`config.mk`:
```
export PLATFORM = sky130hd
export DESIGN_NAME = pmmu_ctrl
export DESIGN_NICKNAME = d
export VERILOG_FILES = /design/src/design/pmmu_pkg.sv /design/src/design/pmmu_ctrl.sv
export SDC_FILE = /design/constraint.sdc
export NUM_CORES = 1
export LEC_CHECK = 0
export BUFFER_PORTS_ARGS = -buffer_cell sky130_fd_sc_hd__buf_4
export CORE_UTILIZATION = 54
export DETAILED_ROUTE_END_ITERATION = 8
export PLACE_DENSITY = 0.94
export SYNTH_ARGS = -nofsm -noshare
export SYNTH_HDL_FRONTEND = slang
export SYNTH_SLANG_ARGS = --single-unit
```
`constraint.sdc`:
```
create_clock -name clk -period 3.15 [get_ports clk]
set_input_delay 0.1575 -clock clk [delete_from_list [all_inputs] [get_ports clk]]
set_output_delay 0.1575 -clock clk [all_outputs]
set_load 0.02 [all_outputs]
```
`src/design/pmmu_pkg.sv`:
```
// Shared types, constants and codes for the paged MMU with local LRU replacement.
package pmmu_pkg;

  localparam int NUM_PROCESSES_DEF     = 6;
  localparam int PAGES_PER_PROCESS_DEF = 32;
  localparam int NUM_FRAMES_DEF        = 32;

  localparam int CFG_W     = 6;
  localparam int NUM_CFG   = 7;
  localparam int CIDX_W    = 3;
  localparam int PID_W     = 3;
  localparam int PAGE_W    = 5;
  localparam int STATUS_W  = 3;
  localparam int REPLY_W   = 6;
  localparam int FAULT_W   = 16;
  localparam int STAMP_W   = 27;

  localparam logic [STAMP_W-1:0] CLOCK_MAX = 27'd99999999;
  localparam logic [FAULT_W-1:0] FAULT_MAX = 16'hFFFF;

  localparam logic [CIDX_W-1:0] REG_FRAME_COUNT = 3'd6;

  localparam logic [REPLY_W-1:0] REPLY_FAULT = 6'b111111;
  localparam logic [REPLY_W-1:0] REPLY_RANGE = 6'b111110;

  typedef enum logic [STATUS_W-1:0] {
    ST_HIT        = 3'd0,
    ST_ALLOC      = 3'd1,
    ST_REPLACED   = 3'd2,
    ST_UNRESOLVED = 3'd3,
    ST_RANGE      = 3'd4,
    ST_TERMINATED = 3'd5
  } status_t;

  // controller -> datapath commands
  typedef struct packed {
    logic capture;      // latch the request
    logic scan_clr;     // reset scan index and search registers
    logic vscan_start;  // with scan_clr: enter victim scan mode
    logic scan_step;    // evaluate current index, advance
    logic read_entry;   // load entry at scan index
    logic read_req;     // load entry at requested page
    logic term_free;    // free frame of the loaded entry, clear it
    logic commit_hit;
    logic commit_alloc;
    logic read_victim;
    logic commit_repl;  // clear victim, write request page
    logic finish_fault; // count fault, build fault result
    logic result_simple;
    logic out_load;
  } pmmu_cmd_t;

  typedef struct packed {
    logic req_term;
    logic proc_bad;
    logic out_range;
    logic entry_valid;
    logic scan_done;
    logic free_found;
    logic victim_found;
    logic out_busy;
  } pmmu_stat_t;

endpackage

```
`src/design/pmmu_ctrl.sv`:
```
// Controller state machine sequencing lookups, scans and table updates.
module pmmu_ctrl (
  input  logic                   clk,
  input  logic                   rst_n,
  input  logic                   in_valid,
  output logic                   in_ready,
  input  pmmu_pkg::pmmu_stat_t   stat,
  output pmmu_pkg::pmmu_cmd_t    cmd
);

  typedef enum logic [10:0] {
    S_IDLE   = 11'b00000000001,
    S_DECODE = 11'b00000000010,
    S_TRD    = 11'b00000000100,
    S_TFREE  = 11'b00000001000,
    S_LOOK   = 11'b00000010000,
    S_LWAIT  = 11'b00000100000,
    S_LCHK   = 11'b00001000000,
    S_FSCAN  = 11'b00010000000,
    S_VSCAN  = 11'b00100000000,
    S_VRD    = 11'b01000000000,
    S_DONE   = 11'b10000000000
  } state_t;

  state_t state_r, state_nxt;
  logic   vread_r, vread_nxt;

  assign in_ready = (state_r == S_IDLE);

  always_comb begin
    state_nxt = state_r;
    vread_nxt = vread_r;
    cmd       = '0;
    case (state_r)
      S_IDLE: begin
        if (in_valid) begin
          cmd.capture = 1'b1;
          state_nxt   = S_DECODE;
        end
      end
      S_DECODE: begin
        cmd.scan_clr = 1'b1;
        if (stat.proc_bad || (!stat.req_term && stat.out_range)) begin
          cmd.result_simple = 1'b1;
          state_nxt         = S_DONE;
        end else if (stat.req_term) begin
          state_nxt = S_TRD;
        end else begin
          state_nxt = S_LOOK;
        end
      end
      S_TRD: begin
        if (stat.scan_done) begin
          cmd.result_simple = 1'b1;
          state_nxt         = S_DONE;
        end else begin
          cmd.read_entry = 1'b1;
          state_nxt      = S_TFREE;
        end
      end
      S_TFREE: begin
        cmd.term_free = 1'b1;
        state_nxt     = S_TRD;
      end
      S_LOOK: begin
        cmd.read_req = 1'b1;
        state_nxt    = S_LWAIT;
      end
      S_LWAIT: begin
        // hold the address so the read data belongs to the requested page
        cmd.read_req = 1'b1;
        state_nxt    = S_LCHK;
      end
      S_LCHK: begin
        if (stat.entry_valid) begin
          cmd.commit_hit = 1'b1;
          state_nxt      = S_DONE;
        end else begin
          state_nxt = S_FSCAN;
        end
      end
      S_FSCAN: begin
        if (stat.free_found) begin
          cmd.commit_alloc = 1'b1;
          cmd.finish_fault = 1'b1;
          state_nxt        = S_DONE;
        end else if (stat.scan_done) begin
          cmd.scan_clr    = 1'b1;
          cmd.vscan_start = 1'b1;
          vread_nxt       = 1'b0;
          state_nxt       = S_VSCAN;
        end else begin
          cmd.scan_step = 1'b1;
        end
      end
      S_VSCAN: begin
        // pipeline: issue read at idx, evaluate the data in the next cycle
        if (vread_r) begin
          cmd.scan_step = 1'b1;
        end
        if (stat.scan_done && vread_r) begin
          vread_nxt = 1'b0;
          if (stat.victim_found) begin
            cmd.read_victim = 1'b1;
            state_nxt       = S_VRD;
          end else begin
            cmd.finish_fault = 1'b1;
            state_nxt        = S_DONE;
          end
        end else begin
          cmd.read_entry = 1'b1;
          vread_nxt      = 1'b1;
        end
      end
      S_VRD: begin
        if (vread_r) begin
          cmd.commit_repl  = 1'b1;
          cmd.finish_fault = 1'b1;
          state_nxt        = S_DONE;
        end else begin
          // read again once the last evaluation has settled the victim
          cmd.read_victim = 1'b1;
          vread_nxt       = 1'b1;
        end
      end
      S_DONE: begin
        if (!stat.out_busy) begin
          cmd.out_load = 1'b1;
          state_nxt    = S_IDLE;
        end
      end
      default: state_nxt = S_IDLE;
    endcase
  end

  always_ff @(posedge clk) begin
    if (!rst_n) begin
      state_r <= S_IDLE;
      vread_r <= 1'b0;
    end else begin
      state_r <= state_nxt;
      vread_r <= vread_nxt;
    end
  end

`ifndef SYNTHESIS
  a_ready_idle: assert property (@(posedge clk) disable iff (!rst_n)
    in_ready |-> state_r == S_IDLE) else $error("ready outside idle");
  a_capture: assert property (@(posedge clk) disable iff (!rst_n)
    (in_valid && in_ready) |=> state_r == S_DECODE) else $error("capture lost");
  a_out_once: assert property (@(posedge clk) disable iff (!rst_n)
    cmd.out_load |=> state_r == S_IDLE) else $error("result not closed");
`endif

endmodule

```
==> impl_metrics.toml, run 1 <==
[worst_setup_path]
crit_type = "flop to output port"
worst_setup_path_end_kind = "output port"
path_cells = "or4_4 > nor4_1 > nand4b_1 > o21ai_0 > buf_4"
crit_slowest_cell = "nor4_1"
required_ns = 2.99
cp.buffers_inverters = 1
cp.arrival_ns = 2.48
crit_path_max_incr_delay_ns = 0.60
start_kind = "flop"
cpLargestDelayFamily = "simple AND/OR/NAND/NOR gates"
crit_fanout = 9

[cts]
cts_buffer_depth = 2
clk_latency_ns = 0.27
cts_made_buffers = 3
ctsResizeCount = 0
cts_sinks = 12
ctsHoldBuffers = 0
root_buffer = "clkbuf_4"
path_clk_slew_ns = 0.08
post_cts_buffers = 0
htree_num_levels = 1
cts_tree = "done"

[logic_synthesis]
netlist_area_um2 = 882
seq_area_frac_synth_pct = 27.2
synth.largest_area_cell = "dfxtp_1"
syn_inst = 118
yosysWarnings = 0
avgSynthCellArea_um2 = 7.48
synth_seq_cells = 12
synthTopCellsByArea = "dfxtp_1 (27%), nor2_1 (8.1%), o21ai_0 (4.0%), nand2_1 (3.4%), a21oi_1 (2.8%)"
syn_nets = 129
synth_top_area_share_pct = 27.2
ys_types = 42

[sta]
fin_crit_ns = 2.64
rsz0062_at_grt = "no"
tightest_slew_ns = 0.684
finalCritPeriodShare_pct = 83.7
slew_headroom_pct = 54.0
fin_skew_ns = 0.00572
finalWorstSetupSlack_ns = 0.514
maxSlewViolCount = 0
report.final.hold_viol_count = 0
setup_viol = 0
max_freq_mhz = 379
finalSetupTns_ns = 0

[place]
dp_cells = 155
place_worst_setup_slack_ns = 0.862
place_congestion = 0.926
port_buffers = 25
dp_hpwl_um = 1740

[cells_and_area]
fill_cells = 127
area_delta_synth_final_pct = 23.3
n_antenna_cell = 0
fin_nets = 155
layoutNonFillerInstCount = 158
regArea_um2 = 240
final_util_pct = 71.3
multi_input_area_um2 = 602
drive_above_1_share_pct = 25.4

[floorplanning]
rows = 14
start_util_pct = 57.9
core_um2 = 1520
io_pins = 26
fp.dieH_um = 42.4
dieArea_um2 = 1800
chipWidth_um = 42.4

[drt]
drc = 0
dr.pass1.iters = 4
drtIter0Drc = 33
via_count = 991
routed_via_density = 6.27
wl_per_cell_um = 14.4
dr_wl_met2_um = 1120
met1_length_um = 980
top_layer = "met4"
wl_met3_um = 154
antenna_left = 0
routed_wl_um = 2280

[pwr]
totalPowerFinal_uw = 542
power.density_nw_per_um2 = 498
ir_worst_vdd_mv = 0.353
p_leak_nw = 0.481

[min_path]
hp-class = "primary input to flop"

[outcome]
status = "complete, no violations"

[grt]
grt_max_degree = 11
grt_usage_pct = 27.1
grt_antenna_before_repair = 0
gr-total-overflow = 0
first_global_vias = 879
grt_pass1_wl_um = 3760

[flow_run]
cap_violations = 0
[power breakdown]
group          switching [mW]  internal (mW)
sequential             0.0257          0.164
combinational           0.135          0.120
clock                  0.0523         0.0443
total                   0.213          0.329
[final timing paths]
path         startpoint    endpoint  slack, ns  depth (start not counted)
max          state_r[1]     cmd[12]       0.51                          5
min               rst_n  state_r[0]       0.11                          2
max reg2reg  state_r[1]     vread_r       0.81                          6
min reg2reg  state_r[4]  state_r[5]       0.55                          2
[synth_stat cells, drive strengths merged]
cell type and count:
o21ai 7, o32ai 1, clkbuf 1, or2 3
nor2b 4, nor4 3, nand4 2, xnor2 1
buf 3, o31ai 2, mux2i 2, nor4bb 1
a211o 1, o22a 2, a2111oi 1, nor2 19
o211a 1, and3 4, nor3 2, a21oi 5
and4 1, dfxtp 12, nand3 3, a32oi 1
and2 2, or4b 1, or3 3, nand2b 4
inv 4, nand2 8, a21boi 2, nand4b 1
a2bb2oi 1, nor3b 2, or4 3, a31oi 1
a22oi 1, o21a 2, and4b 1
[per-layer routing]
metal | GRT usage [%] | up-vias
li1 | - | 486
met1 | 33.9 | 450
met2 | 46.8 | 49
met3 | 5.17 | 6
met4 | 8.13 | 0
met5 | 0 | -
[logic make-up after synthesis]
kind of cell	synth area share, %
AND/OR/NAND/NOR	43.4
XOR/XNOR	0.993
buffers and inverters	4.54
AO/OA/AOI/OAI	21.6
flip-flops	27.2
multiplexers	2.27
[metrics by stage]
stage	instance area [µm²]	hold slack (ns)
6_report	1090	0.113
5_1_grt	1090	0.109
4_1_cts	1090	0.113
3_5_place_dp	1060	0.397
3_3_place_gp	1060	0.394
2_1_floorplan	882	0.314
[registers in the layout, indices dropped and copies added (netlist names)]
name and flops:
vread_r 1, state_r 11
[cell usage in the layout, fill, tap and decap left out, types with 2 or more instances in the layout]
master / synthesis / final
a21boi_0: 2 / 2
o22a_1: 2 / 2
and2_1: 2 / 2
mux2i_1: 2 / 2
or2_2: 3 / 3
nand2_1: 8 / 8
o21a_1: 2 / 2
o21ai_0: 7 / 7
nor2_1: 19 / 19
inv_1: 4 / 4
nor4_1: 3 / 3
a21oi_1: 5 / 5
or4_4: 2 / 2
nor3b_1: 2 / 2
buf_4: 0 / 25
and3_1: 4 / 4
nand3_1: 3 / 3
nand2b_1: 4 / 4
o31ai_1: 2 / 2
clkbuf_4: 0 / 3
nor2b_1: 4 / 4
nand4_1: 2 / 2
or3_1: 2 / 2
dfxtp_1: 12 / 12
nor3_1: 2 / 2
[final cells by class]
| class | count | share of cell area [%] |
|---|---|---|
| repair buffers | 25 | 17.3 |
| clock buffers | 3 | 2.07 |
| well taps | 16 | 1.84 |
| flip-flops and latches | 12 | 22.1 |
| multi-input cells | 98 | 55.4 |
| inverters | 4 | 1.38 |
No activity file was read; power rests on OpenSTA's default activity.
==> run 2: changes to the inputs <==
Settings changed: ABC_AREA set to 1, CORE_UTILIZATION 54 to 51, PLACE_DENSITY 0.94 to 0.89.
Clock period 3.15 ns to 2.6 ns, I/O delays scaled along.
==> run 2 against run 1 <==
Non-clock buffer count unchanged. Clock skew increased by 0.0052 ns. Count of clock-buffer cells in the layout increased by 1.
==> impl_metrics.toml, run 2 <==
[cells_and_area]
largest_reg_flops = 11
reg_top3 = "state_r x11, vread_r x1"
layout_commonest_cell = "inv_1"
drive_above_1_share_pct = 29.5
area_delta_synth_final_pct = 27.4
mostFrequentLayoutCells = "inv_1 (30), nand2_1 (29), buf_4 (25), nor2_1 (24), nand3_1 (13)"
fin_nets = 188
n_antenna_cell = 0
fin_area_um2 = 1190
top_register = "state_r"

[logic_synthesis]
yosysWarnings = 0
synth.largest_area_cell = "dfxtp_1"
synth_ff_type = "dfxtp_1"
synth_top_area_share_pct = 25.8
synth_edf_count = 0
synth_common_cells = "inv_1 (30), nand2_1 (29), nor2_1 (24)"
synth_most_common_cell = "inv_1"
avgSynthCellArea_um2 = 6.34
seq_area_frac_synth_pct = 25.8
synthTopCellsByArea = "dfxtp_1 (26%), inv_1 (12%), nand2_1 (12%), nor2_1 (9.7%), nand3_1 (7.0%)"
syn_inst = 147
ys_types = 22
synth_seq_cells = 12
async_flop_share_pct = 0
syn_nets = 158
netlist_area_um2 = 932

[floorplanning]
core_um2 = 1730
chipWidth_um = 44.8
rows = 15
fp.dieH_um = 44.8
dieArea_um2 = 2000
start_util_pct = 54.0
io_pins = 26

[min_path]
hp-class = "primary input to flop"
min_to = "state_r[4]"
hold_depth = 2
min-delay-start = "stat[7]"

[sta]
maxSlewViolCount = 0
hold_slack_ns = 0.00987
max_freq_mhz = 574
finalCritPeriodShare_pct = 67.0
finalSetupTns_ns = 0
tightest_slew_ns = 0.280
fin_crit_ns = 1.74
rsz0062_at_grt = "no"
fin_skew_ns = 0.0109
slew_headroom_pct = 81.2
report.final.hold_viol_count = 0
finalWorstSetupSlack_ns = 0.858
setup_viol = 0

[place]
place_worst_setup_slack_ns = 1.14
dp_hpwl_um = 1730
place_congestion = 0.838
dpl_cell_area_um2 = 1150
port_buffers = 25

[cts]
htree_num_levels = 1
cts_sinks = 12
cts_tree = "done"
path_clk_slew_ns = 0.09
root_buffer = "clkbuf_4"
clk_latency_ns = 0.28
ctsHoldBuffers = 0
cts_made_buffers = 3
ctsResizeCount = 0
cts_buffer_depth = 2
post_cts_buffers = 0

[worst_setup_path]
cp.arrival_ns = 1.61
required_ns = 2.47
ff2ff_path_depth = 9
start_kind = "flop"
startpoint = "state_r[0]"
crit_fanout = 7
worstReg2RegStart = "state_r[8]"
rrSetupSlack_ns = 1.10
worst_setup_path_end_kind = "output port"
crit_type = "flop to output port"
r2r-end = "state_r[10]"

[drt]
antenna_left = 0
via_count = 977
wl_per_cell_um = 10.7
drc = 0
routed_via_density = 4.86
dr.pass1.iters = 4
drtIter0Drc = 29
routed_wl_um = 2150

[pwr]
ir_worst_vdd_mv = 0.449
power.density_nw_per_um2 = 497
totalPowerFinal_uw = 590
p_leak_nw = 0.661

[grt]
grt_pass1_wl_um = 3330
grt_usage_pct = 23.1
grt_antenna_before_repair = 0
first_global_vias = 812
grt_max_degree = 11
gr-total-overflow = 0

[outcome]
status = "complete, no violations"

[flow_run]
cap_violations = 0
==> run 2: area by class of cell <==
| cell class | instances | area [µm²] |
|---|---|---|
| Multi-Input combinational cell | 103 | 572 |
| Fill cell | 160 | 539 |
| Sequential cell | 12 | 240 |
| Timing Repair Buffer | 25 | 188 |
| Inverter | 32 | 120 |
| Clock buffer | 4 | 36.3 |
| Tap cell | 25 | 31.3 |
==> run 2: how the worst max path moves through the flow <==
stage | end | slack [ns]
after floorplan | cmd[2] | 1.06
final | cmd[2] | 0.86
after CTS | cmd[2] | 0.85
after global placement | state_r[0] | 1.19
after detailed placement | state_r[10] | 1.14
after global routing | cmd[2] | 0.74
==> run 2: layer usage <==
| layer | part of all wire [%] | track usage [%] |
|---|---|---|
| met4 | 0.70 | 5.45 |
| met2 | 51 | 42.1 |
| met3 | 7.4 | 4.00 |
| met5 | 0 | 0 |
| met1 | 41 | 28.0 |
==> run 2: logic make-up (layout without fill, tap and decap cells) <==
kind of cell           Yosys count  after routing  share of synthesized area, %
AND/OR/NAND/NOR                 91             91                          54.0
buffers and inverters           32             61                          12.9
AO/OA/AOI/OAI                   12             12                          7.38
flip-flops                      12             12                          25.8
==> run 2: where the power goes <==
part | leakage [nW] | switching, mW | internal, mW
registers | 0.0972 | 0.0118 | 0.194
logic | 0.543 | 0.141 | 0.0891
clock network | 0.0210 | 0.0683 | 0.0852
total | 0.661 | 0.221 | 0.369
==> run 2: metrics by stage <==
step                std cells  util, %
global route              201     68.8
global placement          197     66.7
detailed placement        197     66.7
CTS                       201     68.8
floorplan                 147        -
finish                    201     68.8
==> run 2: critical path, cell delays in order (launching register included) <==
cell and delay (ns):
dfxtp_1 0.35, nor2_2 0.17, nand2_4 0.11, nor2_8 0.17, nand3_4 0.12, nor2_1 0.15, a21oi_1 0.06, nand2_1 0.06
buf_4 0.14
==> run 3: changes to the inputs <==
Settings changed: CORE_UTILIZATION 51 to 46, PLACE_DENSITY 0.89 to 0.86.
Clock period 2.6 ns to 1.4 ns, I/O delays scaled along.
==> run 3 against run 2 <==
Via count grew 41%. Clock skew shrank 0.0034 ns. Critical endpoint unchanged. Utilization grew 25 points. Critical path depth is the same. Highest routed layer unchanged. Total power grew 150%. Hold slack gained 0.11 ns. Cell count grew 14%. The flow now finishes with violations (negative setup slack). Critical path type unchanged. Cell area grew 44%. Non-clock buffer count grew 29.
==> impl_metrics.toml, run 3 (same netlist as run 2, synthesis figures left out) <==
[sta]
fin_skew_ns = 0.00746
slew_headroom_pct = 72.1
finalCritPeriodShare_pct = 127
max_freq_mhz = 563
maxSlewViolCount = 0
fin_crit_ns = 1.78
rsz0062_at_grt = "yes"
finalSetupTns_ns = -4.67
setup_viol = 22
finalWorstSetupSlack_ns = -0.378
tightest_slew_ns = 0.414
report.final.hold_viol_count = 0

[worst_setup_path]
worstReg2RegStart = "state_r[2]"
ff2ff_path_depth = 9
path_cells = "nor2_4 > nand2_4 > nor2_8 > nand3_4 > nor2_4 > a21oi_1 > nand2_1 > buf_6"
r2r-end = "state_r[0]"
cp_common_cell = "nor2_4"
crit_fanout = 5
crit_slowest_cell = "dfxtp_2"
startpoint = "state_r[2]"
crit_path_max_incr_delay_ns = 0.36
cp.arrival_ns = 1.71
crit_path_end = "cmd[2]"
worst_setup_path_end_kind = "output port"
required_ns = 1.33
start_kind = "flop"
rrSetupSlack_ns = -0.33
crit_type = "flop to output port"

[cts]
root_buffer = "clkbuf_4"
cts_sinks = 12
cts_made_buffers = 3
cts_tree = "done"
cts_buffer_depth = 2
path_clk_slew_ns = 0.08
clk_latency_ns = 0.28
htree_num_levels = 1

[pwr]
intPower_uw = 839
p_sw_uw = 611
pwr-share-clk_pct = 20.4
combPwrFrac_pct = 51.9
p_leak_nw = 0.873
swShare_pct = 42.1
power.density_nw_per_um2 = 845
seq_power_share_pct = 27.6
ir_worst_vdd_mv = 0.683

[place]
port_buffers = 25
dp_cells = 202
place_congestion = 0.966
dp_hpwl_um = 1860

[grt]
grt_antenna_before_repair = 0
gr-total-overflow = 0
first_global_vias = 1195
grt_usage_pct = 35.4
grt_pass1_wl_um = 5460
grt_max_degree = 10

[floorplanning]
start_util_pct = 51.2
fp.dieH_um = 47.0
chipWidth_um = 47.0
core_um2 = 1820
io_pins = 26
dieArea_um2 = 2210
rows = 15

[drt]
routed_via_density = 6.00
drtIter0Drc = 108
drc = 0
antenna_left = 0
routed_wl_um = 4960
wl_per_cell_um = 21.6
dr.pass1.iters = 5
via_count = 1381

[cells_and_area]
reg_top3 = "state_r x11, vread_r x1"
fin_nets = 217
area_delta_synth_final_pct = 84.0
layoutNonFillerInstCount = 230
n_antenna_cell = 0
mostFrequentLayoutCells = "buf_4 (28), inv_1 (24), buf_6 (23), nand2_1 (22), nor2_1 (17)"
top_register = "state_r"
fill_cells = 56
drive_above_1_share_pct = 58.5
largest_reg_flops = 11
layout_commonest_cell = "buf_4"

[min_path]
hp-class = "primary input to flop"

[outcome]
violations = "negative setup slack"
status = "finished with violations"

[flow_run]
cap_violations = 0
run 3: critical path, delay by kind of cell, from the launching register on:
family	cells	cell delay, ns
AO/OA/AOI/OAI	1	0.10
buffers and inverters	1	0.12
flip-flops	1	0.36
AND/OR/NAND/NOR	6	0.85
run 3: power groups by stage:
stage / clock (mW) / combinational, mW / sequential [mW]
final: 0.296 / 0.753 / 0.401
after global routing: 0.301 / 0.776 / 0.398
after CTS: 0.293 / 0.523 / 0.390
after detailed placement: 0 / 0.433 / 0.390
after global placement: 0 / 0.422 / 0.389
after floorplan: 0 / 0.315 / 0.385
run 3: worst min path at each step:
stage                      end    start  cells after the start
global route        state_r[2]  stat[7]                      3
global placement    state_r[4]  stat[7]                      2
detailed placement  state_r[4]  stat[7]                      2
finish              state_r[2]  stat[7]                      3
floorplan           state_r[0]    rst_n                      1
CTS                 state_r[2]  stat[6]                      4
run 3: repair_timing:
item | in CTS | in global routing
hold buffers | 2 | 0
pin swaps | 24 | 15
endpoints found under the setup margin | 18 | 22
resized for setup | 53 | 31
buffers inserted | 16 | 6
endpoints found under the hold margin | 2 | 0
run 3: layer usage:
| layer | vias to the layer above | global-route usage, % | part of all wire, % |
|---|---|---|---|
| li1 | 566 | - | - |
| met1 | 642 | 45.6 | 37 |
| met2 | 127 | 58.9 | 47 |
| met3 | 46 | 4.23 | 8.2 |
| met4 | 0 | 16.6 | 7.6 |
| met5 | - | 0 | 0 |
run 3: area by class of cell:
| class | instances | area [µm²] | area share (%) |
|---|---|---|---|
| multi-input cells | 103 | 768 | 44.8 |
| repair buffers | 54 | 509 | 29.7 |
| flip-flops and latches | 12 | 250 | 14.6 |
| inverters | 32 | 120 | 7.00 |
| clock buffers | 4 | 36.3 | 2.12 |
| well taps | 25 | 31.3 | 1.82 |
run 3: per-stage QoR:
stage | setup slack (ns) | hold slack [ns] | cell area (µm²) | power [mW] | util, %
after global placement | 0.00312 | 0.253 | 1190 | 0.811 | 65.4
after global routing | -0.393 | 0.115 | 1720 | 1.48 | 94.2
after CTS | -0.200 | 0.0669 | 1550 | 1.21 | 85.1
final | -0.378 | 0.123 | 1720 | 1.45 | 94.2
after floorplan | 0.00467 | 0.139 | 935 | 0.700 | -
after detailed placement | -0.0562 | 0.259 | 1190 | 0.823 | 65.4
